--- src/assert_macros.svh ---
// Assertion macros used by grammar_token_lexer_unit.sv.
`ifndef ASSERT_MACROS_SVH
`define ASSERT_MACROS_SVH

// Check clocked on i_clk, held off while reset is asserted.
`define GTL_ASSERT(lbl, prop, msg) \
    lbl: assert property (@(posedge i_clk) disable iff (!i_rst_n) prop) else $error(msg);

// Check clocked on i_clk, live during reset as well.
`define GTL_ASSERT_ALWAYS(lbl, prop, msg) \
    lbl: assert property (@(posedge i_clk) prop) else $error(msg);

`endif

--- src/gtl_pkg.sv ---
// Types, constants and helpers for the grammar token lexer.
package gtl_pkg;

    // Lexeme counter limit and widths
    localparam int unsigned MAX_LEXEME = 4095;
    localparam int unsigned CNT_W      = $clog2(MAX_LEXEME + 1);
    localparam int unsigned LEN_W      = 12;
    localparam logic [LEN_W-1:0] LEN_MAX = {LEN_W{1'b1}};

    // Result queue
    localparam int unsigned Q_DEPTH = 4;
    localparam int unsigned Q_PTR_W = $clog2(Q_DEPTH);
    localparam int unsigned Q_CNT_W = $clog2(Q_DEPTH + 1);

    // Characters of interest
    localparam logic [7:0] CH_SPACE = 8'h20;
    localparam logic [7:0] CH_TAB   = 8'h09;
    localparam logic [7:0] CH_CR    = 8'h0D;
    localparam logic [7:0] CH_LF    = 8'h0A;
    localparam logic [7:0] CH_STAR  = 8'h2A;
    localparam logic [7:0] CH_PLUS  = 8'h2B;
    localparam logic [7:0] CH_DASH  = 8'h2D;
    localparam logic [7:0] CH_DOT   = 8'h2E;
    localparam logic [7:0] CH_SEMI  = 8'h3B;
    localparam logic [7:0] CH_BAR   = 8'h7C;
    localparam logic [7:0] CH_LPAR  = 8'h28;
    localparam logic [7:0] CH_RPAR  = 8'h29;
    localparam logic [7:0] CH_GT    = 8'h3E;
    localparam logic [7:0] CH_LBRK  = 8'h5B;
    localparam logic [7:0] CH_RBRK  = 8'h5D;
    localparam logic [7:0] CH_QUOTE = 8'h22;
    localparam logic [7:0] CH_BSL   = 8'h5C;
    localparam logic [7:0] CH_UNDER = 8'h5F;
    localparam logic [7:0] CH_LO_A  = 8'h61;
    localparam logic [7:0] CH_LO_Z  = 8'h7A;
    localparam logic [7:0] CH_DIG_0 = 8'h30;
    localparam logic [7:0] CH_DIG_9 = 8'h39;

    // Token kinds
    typedef enum logic [3:0] {
        K_EOF    = 4'd0,
        K_BLANK  = 4'd1,
        K_STAR   = 4'd2,
        K_PLUS   = 4'd3,
        K_ANY    = 4'd4,
        K_TERM   = 4'd5,
        K_BAR    = 4'd6,
        K_LPAR   = 4'd7,
        K_RPAR   = 4'd8,
        K_ARROW  = 4'd9,
        K_SYMBOL = 4'd10,
        K_SET    = 4'd11,
        K_LIT    = 4'd12,
        K_CMT    = 4'd13,
        K_UNTERM = 4'd14
    } t_kind;

    // Input request
    typedef struct packed {
        logic [7:0] char_byte;
        logic       end_of_input;
    } t_in;

    // Result token
    typedef struct packed {
        t_kind            token_kind;
        logic [LEN_W-1:0] lexeme_length;
        logic             length_overflow;
        logic             last_of_run;
    } t_out;

    // Build a token from the running count, saturating the reported length
    function automatic t_out make_tok(t_kind kind, logic [CNT_W-1:0] cnt, logic ovf);
        logic [CNT_W+LEN_W-1:0] ext;
        t_out                   tok;
        ext = {{LEN_W{1'b0}}, cnt};
        tok.token_kind  = kind;
        tok.last_of_run = 1'b0;
        if (ext > {{CNT_W{1'b0}}, LEN_MAX}) begin
            tok.lexeme_length   = LEN_MAX;
            tok.length_overflow = 1'b1;
        end else begin
            tok.lexeme_length   = ext[LEN_W-1:0];
            tok.length_overflow = ovf;
        end
        return tok;
    endfunction

endpackage

--- src/grammar_token_lexer_unit.sv ---
// Grammar token lexer: top level with lexer state and result queue.
//
// Takes one character request per cycle and returns tokens (kind, saturating
// lexeme length, overflow flag, last-of-run flag). All lexing for a request
// is done in one pass of combinational logic from the lexer state registers
// into a 4-entry result queue. A request that closes a symbol and also
// produces a token of its own (or eof) pushes two results; the output side
// drains one result per cycle, and o_ready drops while the queue holds more
// than two results. With the output always ready the block sustains one
// request per cycle; end-of-input inside a set, literal, comment or after a
// lone dash returns an unterminated token.

`include "assert_macros.svh"

module grammar_token_lexer_unit (
    input  logic           i_clk,
    input  logic           i_rst_n,
    input  logic           i_valid,
    output logic           o_ready,
    input  gtl_pkg::t_in   i_data,
    output logic           o_valid,
    input  logic           i_ready,
    output gtl_pkg::t_out  o_data
);

    typedef enum logic [2:0] {
        M_IDLE = 3'd0,
        M_DASH = 3'd1,
        M_SYM  = 3'd2,
        M_SET  = 3'd3,
        M_LIT  = 3'd4,
        M_ESC  = 3'd5,
        M_CMT  = 3'd6
    } t_mode;

    // Lexer state
    t_mode                        r_mode,  n_mode;
    logic [gtl_pkg::CNT_W-1:0]    r_cnt,   n_cnt;
    logic                         r_ovf,   n_ovf;

    // Result queue
    gtl_pkg::t_out                r_q [gtl_pkg::Q_DEPTH];
    logic [gtl_pkg::Q_PTR_W-1:0]  r_wr, r_rd;
    logic [gtl_pkg::Q_CNT_W-1:0]  r_qcnt;

    logic                         accept, pop;
    logic [1:0]                   n_tok;
    gtl_pkg::t_out                tok0, tok1;

    assign accept  = i_valid && o_ready;
    assign pop     = o_valid && i_ready;
    assign o_ready = (r_qcnt <= gtl_pkg::Q_CNT_W'(gtl_pkg::Q_DEPTH - 2));
    assign o_valid = (r_qcnt != '0);
    assign o_data  = r_q[r_rd];

    // Lexer step: at most a symbol close followed by one more token
    always_comb begin
        logic [7:0]                c;
        logic                      eoi;
        logic                      sym_ch;
        logic                      emit_a, emit_b;
        logic                      is_blank;
        logic                      is_op;
        gtl_pkg::t_kind            op_kind;
        gtl_pkg::t_out             tok_a, tok_b;
        t_mode                     mb;

        c        = i_data.char_byte;
        eoi      = i_data.end_of_input;
        n_mode   = r_mode;
        n_cnt    = r_cnt;
        n_ovf    = r_ovf;
        emit_a   = 1'b0;
        emit_b   = 1'b0;
        tok_a    = '0;
        tok_b    = '0;
        is_blank = 1'b0;
        is_op    = 1'b0;
        op_kind  = gtl_pkg::K_EOF;
        sym_ch   = (c inside {[gtl_pkg::CH_LO_A:gtl_pkg::CH_LO_Z]})
                || (c inside {[gtl_pkg::CH_DIG_0:gtl_pkg::CH_DIG_9]})
                || (c == gtl_pkg::CH_UNDER);
        mb       = r_mode;

        // Phase A: symbol continues or closes
        if (r_mode == M_SYM) begin
            if (!eoi && sym_ch) begin
                if (n_cnt < gtl_pkg::CNT_W'(gtl_pkg::MAX_LEXEME)) begin
                    n_cnt = n_cnt + 1'b1;
                end else begin
                    n_ovf = 1'b1;
                end
            end else begin
                emit_a = 1'b1;
                tok_a  = gtl_pkg::make_tok(gtl_pkg::K_SYMBOL, n_cnt, n_ovf);
                n_cnt  = '0;
                n_ovf  = 1'b0;
                n_mode = M_IDLE;
                mb     = M_IDLE;
            end
        end

        // Phase B: the request in the mode left by phase A
        if (!(r_mode == M_SYM && !eoi && sym_ch)) begin
            if (eoi) begin
                emit_b = 1'b1;
                if (mb == M_IDLE) begin
                    tok_b = gtl_pkg::make_tok(gtl_pkg::K_EOF, n_cnt, n_ovf);
                end else begin
                    tok_b = gtl_pkg::make_tok(gtl_pkg::K_UNTERM, n_cnt, n_ovf);
                end
                n_cnt  = '0;
                n_ovf  = 1'b0;
                n_mode = M_IDLE;
            end else begin
                case (mb)
                    M_DASH: begin
                        if (c == gtl_pkg::CH_GT) begin
                            if (n_cnt < gtl_pkg::CNT_W'(gtl_pkg::MAX_LEXEME)) begin
                                n_cnt = n_cnt + 1'b1;
                            end else begin
                                n_ovf = 1'b1;
                            end
                            emit_b = 1'b1;
                            tok_b  = gtl_pkg::make_tok(gtl_pkg::K_ARROW, n_cnt, n_ovf);
                            n_cnt  = '0;
                            n_ovf  = 1'b0;
                            n_mode = M_IDLE;
                        end else if (c == gtl_pkg::CH_DASH) begin
                            n_cnt  = '0;
                            n_ovf  = 1'b0;
                            n_mode = M_CMT;
                        end
                    end
                    M_SET, M_LIT, M_ESC: begin
                        if (n_cnt < gtl_pkg::CNT_W'(gtl_pkg::MAX_LEXEME)) begin
                            n_cnt = n_cnt + 1'b1;
                        end else begin
                            n_ovf = 1'b1;
                        end
                        if (mb == M_ESC) begin
                            n_mode = M_LIT;
                        end else if (mb == M_SET && c == gtl_pkg::CH_RBRK) begin
                            emit_b = 1'b1;
                            tok_b  = gtl_pkg::make_tok(gtl_pkg::K_SET, n_cnt, n_ovf);
                            n_cnt  = '0;
                            n_ovf  = 1'b0;
                            n_mode = M_IDLE;
                        end else if (mb == M_LIT && c == gtl_pkg::CH_QUOTE) begin
                            emit_b = 1'b1;
                            tok_b  = gtl_pkg::make_tok(gtl_pkg::K_LIT, n_cnt, n_ovf);
                            n_cnt  = '0;
                            n_ovf  = 1'b0;
                            n_mode = M_IDLE;
                        end else if (mb == M_LIT && c == gtl_pkg::CH_BSL) begin
                            n_mode = M_ESC;
                        end
                    end
                    M_CMT: begin
                        if (c == gtl_pkg::CH_LF) begin
                            emit_b = 1'b1;
                            tok_b  = gtl_pkg::make_tok(gtl_pkg::K_CMT, n_cnt, n_ovf);
                            n_cnt  = '0;
                            n_ovf  = 1'b0;
                            n_mode = M_IDLE;
                        end
                    end
                    default: begin
                        // Idle: single-character tokens and lexeme openers
                        n_mode = M_IDLE;
                        case (c)
                            gtl_pkg::CH_SPACE, gtl_pkg::CH_TAB,
                            gtl_pkg::CH_CR, gtl_pkg::CH_LF: is_blank = 1'b1;
                            gtl_pkg::CH_STAR: begin is_op = 1'b1; op_kind = gtl_pkg::K_STAR; end
                            gtl_pkg::CH_PLUS: begin is_op = 1'b1; op_kind = gtl_pkg::K_PLUS; end
                            gtl_pkg::CH_DOT:  begin is_op = 1'b1; op_kind = gtl_pkg::K_ANY;  end
                            gtl_pkg::CH_SEMI: begin is_op = 1'b1; op_kind = gtl_pkg::K_TERM; end
                            gtl_pkg::CH_BAR:  begin is_op = 1'b1; op_kind = gtl_pkg::K_BAR;  end
                            gtl_pkg::CH_LPAR: begin is_op = 1'b1; op_kind = gtl_pkg::K_LPAR; end
                            gtl_pkg::CH_RPAR: begin is_op = 1'b1; op_kind = gtl_pkg::K_RPAR; end
                            default: begin
                                is_op = 1'b0;
                            end
                        endcase
                        if (is_blank) begin
                            emit_b = 1'b1;
                            tok_b  = gtl_pkg::make_tok(gtl_pkg::K_BLANK, n_cnt, n_ovf);
                            n_cnt  = '0;
                            n_ovf  = 1'b0;
                        end else if (is_op || c == gtl_pkg::CH_DASH
                                     || c == gtl_pkg::CH_LBRK || c == gtl_pkg::CH_QUOTE
                                     || (c inside {[gtl_pkg::CH_LO_A:gtl_pkg::CH_LO_Z]})) begin
                            if (n_cnt < gtl_pkg::CNT_W'(gtl_pkg::MAX_LEXEME)) begin
                                n_cnt = n_cnt + 1'b1;
                            end else begin
                                n_ovf = 1'b1;
                            end
                            if (is_op) begin
                                emit_b = 1'b1;
                                tok_b  = gtl_pkg::make_tok(op_kind, n_cnt, n_ovf);
                                n_cnt  = '0;
                                n_ovf  = 1'b0;
                            end else if (c == gtl_pkg::CH_DASH) begin
                                n_mode = M_DASH;
                            end else if (c == gtl_pkg::CH_LBRK) begin
                                n_mode = M_SET;
                            end else if (c == gtl_pkg::CH_QUOTE) begin
                                n_mode = M_LIT;
                            end else begin
                                n_mode = M_SYM;
                            end
                        end
                    end
                endcase
            end
        end

        // Pack results into queue slots; mark the final one
        tok_a.last_of_run = !emit_b;
        tok_b.last_of_run = 1'b1;
        if (emit_a) begin
            tok0 = tok_a;
            tok1 = tok_b;
        end else begin
            tok0 = tok_b;
            tok1 = tok_b;
        end
        n_tok = {1'b0, emit_a} + {1'b0, emit_b};
    end

    // Lexer state and queue control
    always_ff @(posedge i_clk) begin
        if (!i_rst_n) begin
            r_mode <= M_IDLE;
            r_cnt  <= '0;
            r_ovf  <= 1'b0;
            r_wr   <= '0;
            r_rd   <= '0;
            r_qcnt <= '0;
        end else begin
            if (accept) begin
                r_mode <= n_mode;
                r_cnt  <= n_cnt;
                r_ovf  <= n_ovf;
                r_wr   <= r_wr + gtl_pkg::Q_PTR_W'(n_tok & {2{accept}});
            end
            if (pop) begin
                r_rd <= r_rd + 1'b1;
            end
            r_qcnt <= r_qcnt + gtl_pkg::Q_CNT_W'(accept ? n_tok : 2'd0)
                             - gtl_pkg::Q_CNT_W'(pop);
        end
    end

    // Queue storage
    always_ff @(posedge i_clk) begin
        if (accept && n_tok != 2'd0) begin
            r_q[r_wr] <= tok0;
            if (n_tok == 2'd2) begin
                r_q[r_wr + 1'b1] <= tok1;
            end
        end
    end

    // Checks
    `GTL_ASSERT(a_q_bound, r_qcnt <= gtl_pkg::Q_CNT_W'(gtl_pkg::Q_DEPTH), "result queue overrun")
    `GTL_ASSERT(a_two_only_sym, (accept && n_tok == 2'd2) |-> (r_mode == M_SYM), "two tokens outside symbol close")
    `GTL_ASSERT(a_last_mark, (accept && n_tok == 2'd2) |-> (!tok0.last_of_run && tok1.last_of_run), "bad last-of-run marking")
    `GTL_ASSERT(a_push_seen, (accept && n_tok != 2'd0) |=> o_valid, "pushed token not presented")

endmodule
--- config.mk ---
export PLATFORM = sky130hd
export DESIGN_NAME = grammar_token_lexer_unit
export DESIGN_NICKNAME = d
export VERILOG_FILES = /design/src/gtl_pkg.sv /design/src/grammar_token_lexer_unit.sv
export VERILOG_INCLUDE_DIRS = /design/src /design/src/src
export SDC_FILE = /design/constraint.sdc
export NUM_CORES = 1
export LEC_CHECK = 0
export BUFFER_PORTS_ARGS = -buffer_cell sky130_fd_sc_hd__buf_4
export CAP_MARGIN = 20
export CORE_MARGIN = 5
export CORE_UTILIZATION = 55
export CTS_BUF_LIST = sky130_fd_sc_hd__clkbuf_8 sky130_fd_sc_hd__clkbuf_16
export CTS_CLUSTER_SIZE = 40
export DETAILED_ROUTE_END_ITERATION = 8
export GPL_TIMING_DRIVEN = 0
export PLACE_DENSITY = 0.83
export SLEW_MARGIN = 20
export SYNTH_ARGS = -nofsm -noshare
export SYNTH_HDL_FRONTEND = slang
export SYNTH_SLANG_ARGS = --single-unit
--- constraint.sdc ---
create_clock -name i_clk -period 8.7 [get_ports i_clk]
set_input_delay 0.435 -clock i_clk [delete_from_list [all_inputs] [get_ports i_clk]]
set_output_delay 0.435 -clock i_clk [all_outputs]
set_load 0.01 [all_outputs]
==> impl_metrics.ini, run 1 <==
[run_status]
status = finished, final reports clean

[synthesis]
yosys_warnings = 0
synth_area_sq_um = 7177
synth_flop_cell = edfxtp_1
ys_types = 84
syn-instance-count = 835
synth_edf_count = 68
synth_seq_cells = 97
synth.avg_cell_area_sq_um = 8.595
async_flop_share_pct = 0
ys_seq_area_share_pct = 36.54
syn-num-nets = 858

[timing]
finalHoldViolCount = 0
rsz0062_at_grt = no
period_share_pct = 62.97
setup_viol = 0
post-route-min-period_ns = 5.478
finalSetupTns_ns = 0
relSlewSlack_pct = 25.43
skew_ns = 0.005695
slew_violations = 0
timing.hold.ws_ns = 0.4701
max_freq_mhz = 182.5
layout_setup_ws_ns = 3.222
tightest_slew_ns = 1.107

[final_layout]
drive_gt1_share_pct = 11.24
mostFrequentLayoutCells = nand2_1, nor2_1, o21ai_0
final_area_sq_um = 7925
nets = 899
layout_commonest_cell = nand2_1
area_delta_synth_final_pct = 10.43
antenna_cells = 0

[global_route]
grt_usage_pct = 31.02
grt_pass1_vias = 6849
grt_max_degree = 20
antenna_found_initial = 1
grt_pass1_wl_um = 38360
grt_overflow = 0

[placement]
port-buffer-count = 29
gp_congestion = 1.017
placed_area_sq_um = 7615
pre_cts_ws_ns = 3.019
place_hpwl_um = 17970

[hold_path]
hold_start = r_q[3][0]$_SDFFE_PP1P_
holdCritPathClass = flop to flop

[floorplanning]
die_x_um = 124.2
start_util_pct = 56.41
die_area_sq_um = 15430
rows = 41
coreArea_sq_um = 12720
io_pins = 33
dieHeight_um = 124.2

[routing]
num_vias = 7341
antenna_left = 0
drc = 0
finalWirelength_um = 24730
drt_iter0_markers = 1183
via_per_inst = 6.972
wl_per_cell_um = 23.49
drt-pass1-iter-count = 6

[cts]
cts_setup_buffers = 0
cts_tree = yes
cts_hold_buffers = 0
clkSinkCount = 97
clk_path_buf_depth = 2
cts_root_buffer = clkbuf_16
post_cts_resized = 0
cts-buffers-inserted = 9
insertion_delay_ns = 0.35
htree_levels = 3
path_clk_slew_ns = 0.07

[power_and_ir_drop]
p_total_mw = 1.491
power_density_nw_per_um2 = 188.1
ir_worst_vdd_v = 0.00009734
p_leak_nw = 2.651

[critical_path]
reg2reg_from = r_mode[1]$_SDFFE_PN0P_
cp_max_fo = 19
crit_arrival_ns = 5.68
cp-end-kind = flop
start_kind = input port
critical_path_required_ns = 8.91
critPathKind = input port to flop
crit_start = i_data[5]

[run]
maxCapViolCount = 0
==> layer usage <==
metal  vias up  routed length (um)  global-route usage (%)
li1       3267                   -                       -
met1      3378                9461                   41.40
met2       582               11140                   47.96
met3       112                2845                   6.389
met4         2                1254                   15.54
met5         -                  26                       0
==> state kept, by name (all words and copies together), names as in the netlist, named ones only <==
register and cells:
r_mode 3, r_cnt 12, r_qcnt 3, r_rd 2, r_wr 2, r_q 72, r_ovf 1
==> final timing paths <==
check                            to  slack (ns)  cells after the start
max             r_q[1][4]$_DFFE_PP_        3.22                     18
min          r_q[3][0]$_SDFFE_PP1P_        0.47                      2
max reg2reg     r_q[1][4]$_DFFE_PP_        3.56                     12
min reg2reg  r_q[3][0]$_SDFFE_PP1P_        0.47                      2
==> metrics by stage <==
stage / instances / utilization, %
2_1_floorplan: 835 / -
3_3_place_gp: 1036 / 59.82
3_5_place_dp: 1037 / 59.85
4_1_cts: 1053 / 62.29
5_1_grt: 1053 / 62.29
6_report: 1053 / 62.29
==> cells in the mapped netlist, types with 14 or more instances <==
master	number	area [sq um]
a21oi_1	64	320.3
a22o_1	14	122.6
and2_1	15	93.84
clkbuf_1	50	187.7
dfxtp_1	29	580.6
edfxtp_1	68	2042
inv_1	18	67.56
mux4_2	18	405.4
nand2_1	95	356.6
nand3_1	25	125.1
nor2_1	84	315.3
nor3_1	17	85.08
o211ai_1	21	157.7
o21ai_0	76	380.4
o31ai_1	15	112.6
==> worst max-delay path, stage by stage <==
cell and delay, ns:
buf_4 0.12, buf_2 0.17, or4b_2 0.61, clkbuf_1 0.20, nor3_1 0.17, nor3_1 0.11
o31ai_1 0.14, clkbuf_1 0.41, a21boi_1 0.33, nand2_1 0.33, inv_1 0.08, ha_1 0.21
nor3_1 0.48, o21ai_0 0.31, inv_1 0.69, nand2_1 0.44, nor2_1 0.27, a22o_1 0.18
==> area by class of cell <==
cell class | count | area (sq um)
Clock buffer | 9 | 225.2
Timing Repair Buffer | 30 | 222.7
Multi-Input combinational cell | 653 | 4210
Inverter | 19 | 72.57
Buffer | 66 | 271.5
Clock inverter | 7 | 85.08
Fill cell | 1132 | 4797
Sequential cell | 97 | 2623
Tap cell | 172 | 215.2
==> power by group <==
group	total, mW	switching, mW	internal (mW)
clock	0.417	0.188	0.229
combinational	0.516	0.312	0.205
sequential	0.558	0.0191	0.539
==> kinds of logic after synthesis <==
logic type      after synthesis  share of synthesized area (%)
simple gates                323                          22.94
compound gates              291                          26.80
flops                        97                          36.54
buf+inv                      85                          4.794
mux                          23                          6.346
fa+ha+maj                    10                          1.848
xor+xnor                      6                         0.7324
Note: power is estimated with default switching activity, not from simulation.
==> run 2, diff against run 1 <==
- PLACE_DENSITY: 0.83 -> 0.85
- clock period: 8.7 -> 4.4 ns (I/O delays scaled with it)
==> run 2 against run 1 <==
Combinational power is 110% higher. Clock skew hardly changed. Critical endpoint is now r_q[2][3]$_DFFE_PP_. Sequential cell count is the same. Via count grew 2.7%. Worst hold slack got worse by 0.20 ns. Largest power group unchanged.
==> impl_metrics.ini, run 2 (synthesized netlist as in run 1, its figures left out) <==
[timing]
setup_viol = 0
post-route-min-period_ns = 4.333
tightest_slew_ns = 0.9530
relSlewSlack_pct = 35.79
timing.hold.ws_ns = 0.2691
finalHoldViolCount = 0
max_freq_mhz = 230.8
skew_ns = 0.005352
slew_violations = 0
period_share_pct = 98.49

[global_route]
antenna_found_initial = 0
grt_pass1_vias = 7069
grt_pass1_wl_um = 39120
grt_overflow = 0
grt_usage_pct = 31.72
grt_max_degree = 19

[critical_path]
crit_arrival_ns = 4.49
rr_worst_depth = 16
cp_slowest_cell = or4_1
critical_path_required_ns = 4.56
critPathTopFamily = simple AND/OR/NAND/NOR gates
rr_endpoint = r_q[2][3]$_DFFE_PP_
critPathKind = flop to flop
cp_max_fo = 10
reg2reg_from = r_mode[2]$_SDFFE_PN0P_
path_depth = 16
crit_buf_inv = 4
crit_start = r_mode[2]$_SDFFE_PN0P_
r2r_slack_ns = 0.07
start_kind = flop
cp-end-kind = flop
crit_chain = buf_2 > or3b_1 > clkbuf_4 > buf_4 > o32ai_4 > and2_1 > a21o_1 > ha_2 > nand2_1 > or4_1 > buf_4 > nor2_8 > mux2i_1 > o32a_1 > and2_1 > o32ai_1
cpPeakStageDelay_ns = 0.46
endpoint = r_q[2][3]$_DFFE_PP_

[floorplanning]
coreArea_sq_um = 12720
dieHeight_um = 124.2
rows = 41
die_area_sq_um = 15430
die_x_um = 124.2
io_pins = 33
start_util_pct = 56.41

[final_layout]
antenna_cells = 0
nets = 907
layout_commonest_cell = nand2_1
area_delta_synth_final_pct = 12.64
regMostFlops = r_q
mostFrequentLayoutCells = nand2_1, nor2_1, o21ai_0
drive_gt1_share_pct = 14.40
largest_reg_flops = 72
utilization_pct = 63.54
top_regs = r_q (72), r_cnt (12)
final_area_sq_um = 8084

[routing]
wl_per_cell_um = 23.71
drc = 0
finalWirelength_um = 25150
antenna_left = 0
drt-pass1-iter-count = 6
drt_iter0_markers = 1339
num_vias = 7541
via_per_inst = 7.107

[cts]
insertion_delay_ns = 0.35
htree_levels = 3
clkSinkCount = 97
cts_root_buffer = clkbuf_16
cts_tree = yes
cts_hold_buffers = 0
clk_path_buf_depth = 2
path_clk_slew_ns = 0.07
cts-buffers-inserted = 9

[power_and_ir_drop]
power_density_nw_per_um2 = 362.6
p_leak_nw = 2.687
ir_worst_vdd_v = 0.0002193

[placement]
placed_area_sq_um = 7610
port-buffer-count = 29
place_hpwl_um = 18150
gp_congestion = 1.003

[run_status]
status = finished, final reports clean

[hold_path]
holdCritPathClass = input port to flop

[run]
maxCapViolCount = 0
==> run 2: layout make-up <==
class	instances	area, sq um
Fill cell	1075	4638
Multi-Input combinational cell	653	4300
Sequential cell	97	2623
Timing Repair Buffer	39	305.3
Buffer	65	277.8
Clock buffer	10	239.0
Tap cell	172	215.2
Inverter	19	83.83
Clock inverter	6	40.04
==> run 2: worst min path at each step <==
| stage | start | to | slack, ns | cells after the start |
|---|---|---|---|---|
| finish | i_rst_n | r_cnt[11]$_SDFFE_PN0P_ | 0.27 | 3 |
| global route | i_rst_n | r_cnt[11]$_SDFFE_PN0P_ | 0.29 | 3 |
| CTS | i_rst_n | r_cnt[11]$_SDFFE_PN0P_ | 0.26 | 3 |
| detailed placement | r_q[1][0]$_SDFFE_PP1P_ | r_q[1][0]$_SDFFE_PP1P_ | 0.47 | 2 |
| global placement | r_q[3][0]$_SDFFE_PP1P_ | r_q[3][0]$_SDFFE_PP1P_ | 0.45 | 2 |
| floorplan | r_q[2][0]$_SDFFE_PP1P_ | r_q[2][0]$_SDFFE_PP1P_ | 0.43 | 2 |
==> run 2: power breakdown <==
group,switching [mW],total [mW],leakage [nW],internal [mW]
Combinational,0.639,1.07,1.68,0.429
Sequential,0.0489,1.11,0.861,1.06
Clock,0.350,0.750,0.141,0.400
==> run 2: metrics by stage <==
stage / setup TNS, ns / std cells / total power [mW] / worst slack (ns)
CTS: 0 / 1058 / 2.883 / 0.02176
finish: 0 / 1061 / 2.931 / 0.06659
global route: -0.007008 / 1061 / 3.046 / -0.007008
detailed placement: -79.46 / 1036 / 2.126 / -1.039
global placement: -83.13 / 1036 / 2.111 / -1.031
floorplan: 0 / 835 / 1.766 / 0.3315
==> run 2: timing repair <==
| action | CTS | global route |
|---|---|---|
| setup endpoints to repair | 136 | 125 |
| resized for setup | 13 | 24 |
| pin swaps | 2 | 2 |
| buffers inserted | 6 | 4 |
==> run 2: routing by layer <==
| layer | vias to the layer above | GRT usage (%) | part of all wire, % |
|---|---|---|---|
| li1 | 3301 | - | - |
| met1 | 3500 | 41.54 | 38 |
| met2 | 584 | 49.94 | 45 |
| met3 | 156 | 6.432 | 11 |
| met4 | 0 | 16.05 | 6.0 |
| met5 | - | 0 | 0 |
==> run 2: worst min-delay path, stage by stage <==
cell and delay [ns]:
buf_4 0.13, o21ai_0 0.10, o211ai_1 0.11
==> run 3, diff against run 2 <==
- CORE_ASPECT_RATIO: not set -> 0.75
- clock period: 4.4 -> 3.5 ns (I/O delays scaled with it)
==> run 3 against run 2 <==
Cell area grew 14%. Largest power group is now combinational cells. First-iteration DRC count grew 44%. Sequential power grew 26%. The flow now finishes with violations (DRC, setup timing). Largest cell class unchanged. Critical path type unchanged.
==> impl_metrics.ini, run 3 (synthesized netlist as in run 1, its figures left out) <==
[run_status]
status = complete, but fails checks
violations = DRC, setup timing

[placement]
placed_area_sq_um = 7724
port-buffer-count = 29
place_hpwl_um = 18700
gp_congestion = 1.055

[cts]
htree_levels = 3
cts-buffers-inserted = 9
insertion_delay_ns = 0.35
path_clk_slew_ns = 0.07
clkSinkCount = 97
clk_path_buf_depth = 2
cts_tree = yes
cts_root_buffer = clkbuf_16

[routing]
drc = 60
drt-pass1-iter-count = 9
wl_per_cell_um = 26.01
antenna_left = 0
drt_iter0_markers = 1929
finalWirelength_um = 28770
via_per_inst = 7.432
num_vias = 8220

[power_and_ir_drop]
ir_worst_vdd_v = 0.0003291
p_leak_nw = 3.165
power_density_nw_per_um2 = 423.0

[timing]
skew_ns = 0.009711
finalHoldViolCount = 0
layout_setup_ws_ns = -0.2980
max_freq_mhz = 263.3
rsz0062_at_grt = yes
finalSetupTns_ns = -6.580
relSlewSlack_pct = 25.49
setup_viol = 56
slew_violations = 0
period_share_pct = 108.5
tightest_slew_ns = 1.106
timing.hold.ws_ns = 0.2356
post-route-min-period_ns = 3.798

[critical_path]
start_kind = flop
cp_max_fo = 4
rr_worst_depth = 14
critPathTopFamily = simple AND/OR/NAND/NOR gates
crit_chain = or3b_4 > buf_6 > clkbuf_16 > o32ai_4 > and2_4 > a21o_1 > ha_4 > nand2_4 > or4_4 > nor2_8 > mux2i_1 > o32a_1 > and2_4 > o32ai_4
reg2reg_from = r_mode[0]$_SDFFE_PN0P_
r2r_slack_ns = -0.30
cp_slowest_cell = or4_4
cp-end-kind = flop
path_depth = 14
crit_buf_inv = 2
cpPeakStageDelay_ns = 0.56
critical_path_required_ns = 3.66
crit_arrival_ns = 3.95
rr_endpoint = r_q[3][3]$_DFFE_PP_
critPathKind = flop to flop
crit_start = r_mode[0]$_SDFFE_PN0P_
endpoint = r_q[3][3]$_DFFE_PP_

[final_layout]
area_delta_synth_final_pct = 27.93
top_regs = r_q (72), r_cnt (12)
regMostFlops = r_q
layout_commonest_cell = nand2_1
antenna_cells = 0
nets = 953
largest_reg_flops = 72
drive_gt1_share_pct = 30.80
mostFrequentLayoutCells = nand2_1, buf_4, nor2_1
final_area_sq_um = 9181
utilization_pct = 71.27

[floorplanning]
die_x_um = 141.9
rows = 36
io_pins = 33
coreArea_sq_um = 12880
dieHeight_um = 108.9
die_area_sq_um = 15460
start_util_pct = 55.71

[global_route]
grt_overflow = 0
grt_max_degree = 19
grt_pass1_vias = 7178
grt_usage_pct = 34.74
antenna_found_initial = 0
grt_pass1_wl_um = 40850

[hold_path]
holdCritPathClass = input port to flop

[run]
maxCapViolCount = 0
[run 3: cell types whose count changed in the layout (fill, tap and decap cells not counted), moves of 6 or more]
cell	before	now
a21oi_1	62	50
a21oi_2	2	11
buf_4	40	82
buf_6	1	14
clkbuf_1	46	30
nand2_1	94	88
nor2_1	82	71
nor2_2	1	8
nor3_1	16	8
nor3_2	1	7
o21ai_0	70	51
o21ai_2	2	17
[run 3: per-stage QoR]
step           total power, mW  instances  setup slack [ns]
2_1_floorplan            2.241        835           -0.1909
3_3_place_gp             2.670       1035            -1.148
3_5_place_dp             2.706       1035            -1.290
4_1_cts                  3.687       1080           -0.1891
5_1_grt                  4.000       1106           -0.3102
6_report                 3.884       1106           -0.2980
[run 3: worst register-to-register path: stages (launching register included)]
cell       delay (ns)
dfxtp_4          0.34
or3b_4           0.40
buf_6            0.13
clkbuf_16        0.14
o32ai_4          0.39
and2_4           0.22
a21o_1           0.15
ha_4             0.17
nand2_4          0.05
or4_4            0.56
nor2_8           0.16
mux2i_1          0.11
o32a_1           0.35
and2_4           0.18
o32ai_4          0.24
[run 3: worst min-delay path by stage]
stage	start	end	cells past startpoint
detailed placement	r_q[0][0]$_SDFFE_PP1P_	r_q[0][0]$_SDFFE_PP1P_	2
floorplan	i_rst_n	r_cnt[11]$_SDFFE_PN0P_	2
global route	i_rst_n	r_cnt[11]$_SDFFE_PN0P_	3
finish	i_rst_n	r_cnt[11]$_SDFFE_PN0P_	3
CTS	i_rst_n	r_cnt[11]$_SDFFE_PN0P_	3
global placement	r_q[2][0]$_SDFFE_PP1P_	r_q[2][0]$_SDFFE_PP1P_	2
[run 3: timing repair]
action,in CTS,in global routing
pin swaps,21,50
resized for setup,88,115
hold buffers,0,0
setup buffers,37,29
endpoints found under the setup margin,158,143
[run 3: routing by layer]
| layer | up-vias | track usage (%) | share of wire (%) | wire, um |
|---|---|---|---|---|
| met5 | - | 0 | 0 | 0 |
| met4 | 0 | 12.26 | 6.2 | 1779 |
| met3 | 217 | 12.63 | 17 | 4890 |
| met2 | 854 | 50.44 | 40 | 11590 |
| met1 | 3773 | 48.04 | 37 | 10500 |
| li1 | 3376 | - | - | - |
[run 3: final cells by class]
class	instances	area, sq um
plain buffers	57	321.6
clock buffers	9	225.2
clock inverters	7	37.54
fillers	944	3701
inverters	19	97.59
multi-input cells	653	4882
flip-flops and latches	97	2630
well taps	171	214.0
repair buffers	93	773.2
[run 3: report_power, final]
part           internal, mW  leakage [nW]  switching, mW  total (mW)
combinational         0.633          2.17          0.929        1.56
sequential             1.34         0.863         0.0636        1.40
clock                 0.475         0.132          0.447       0.922
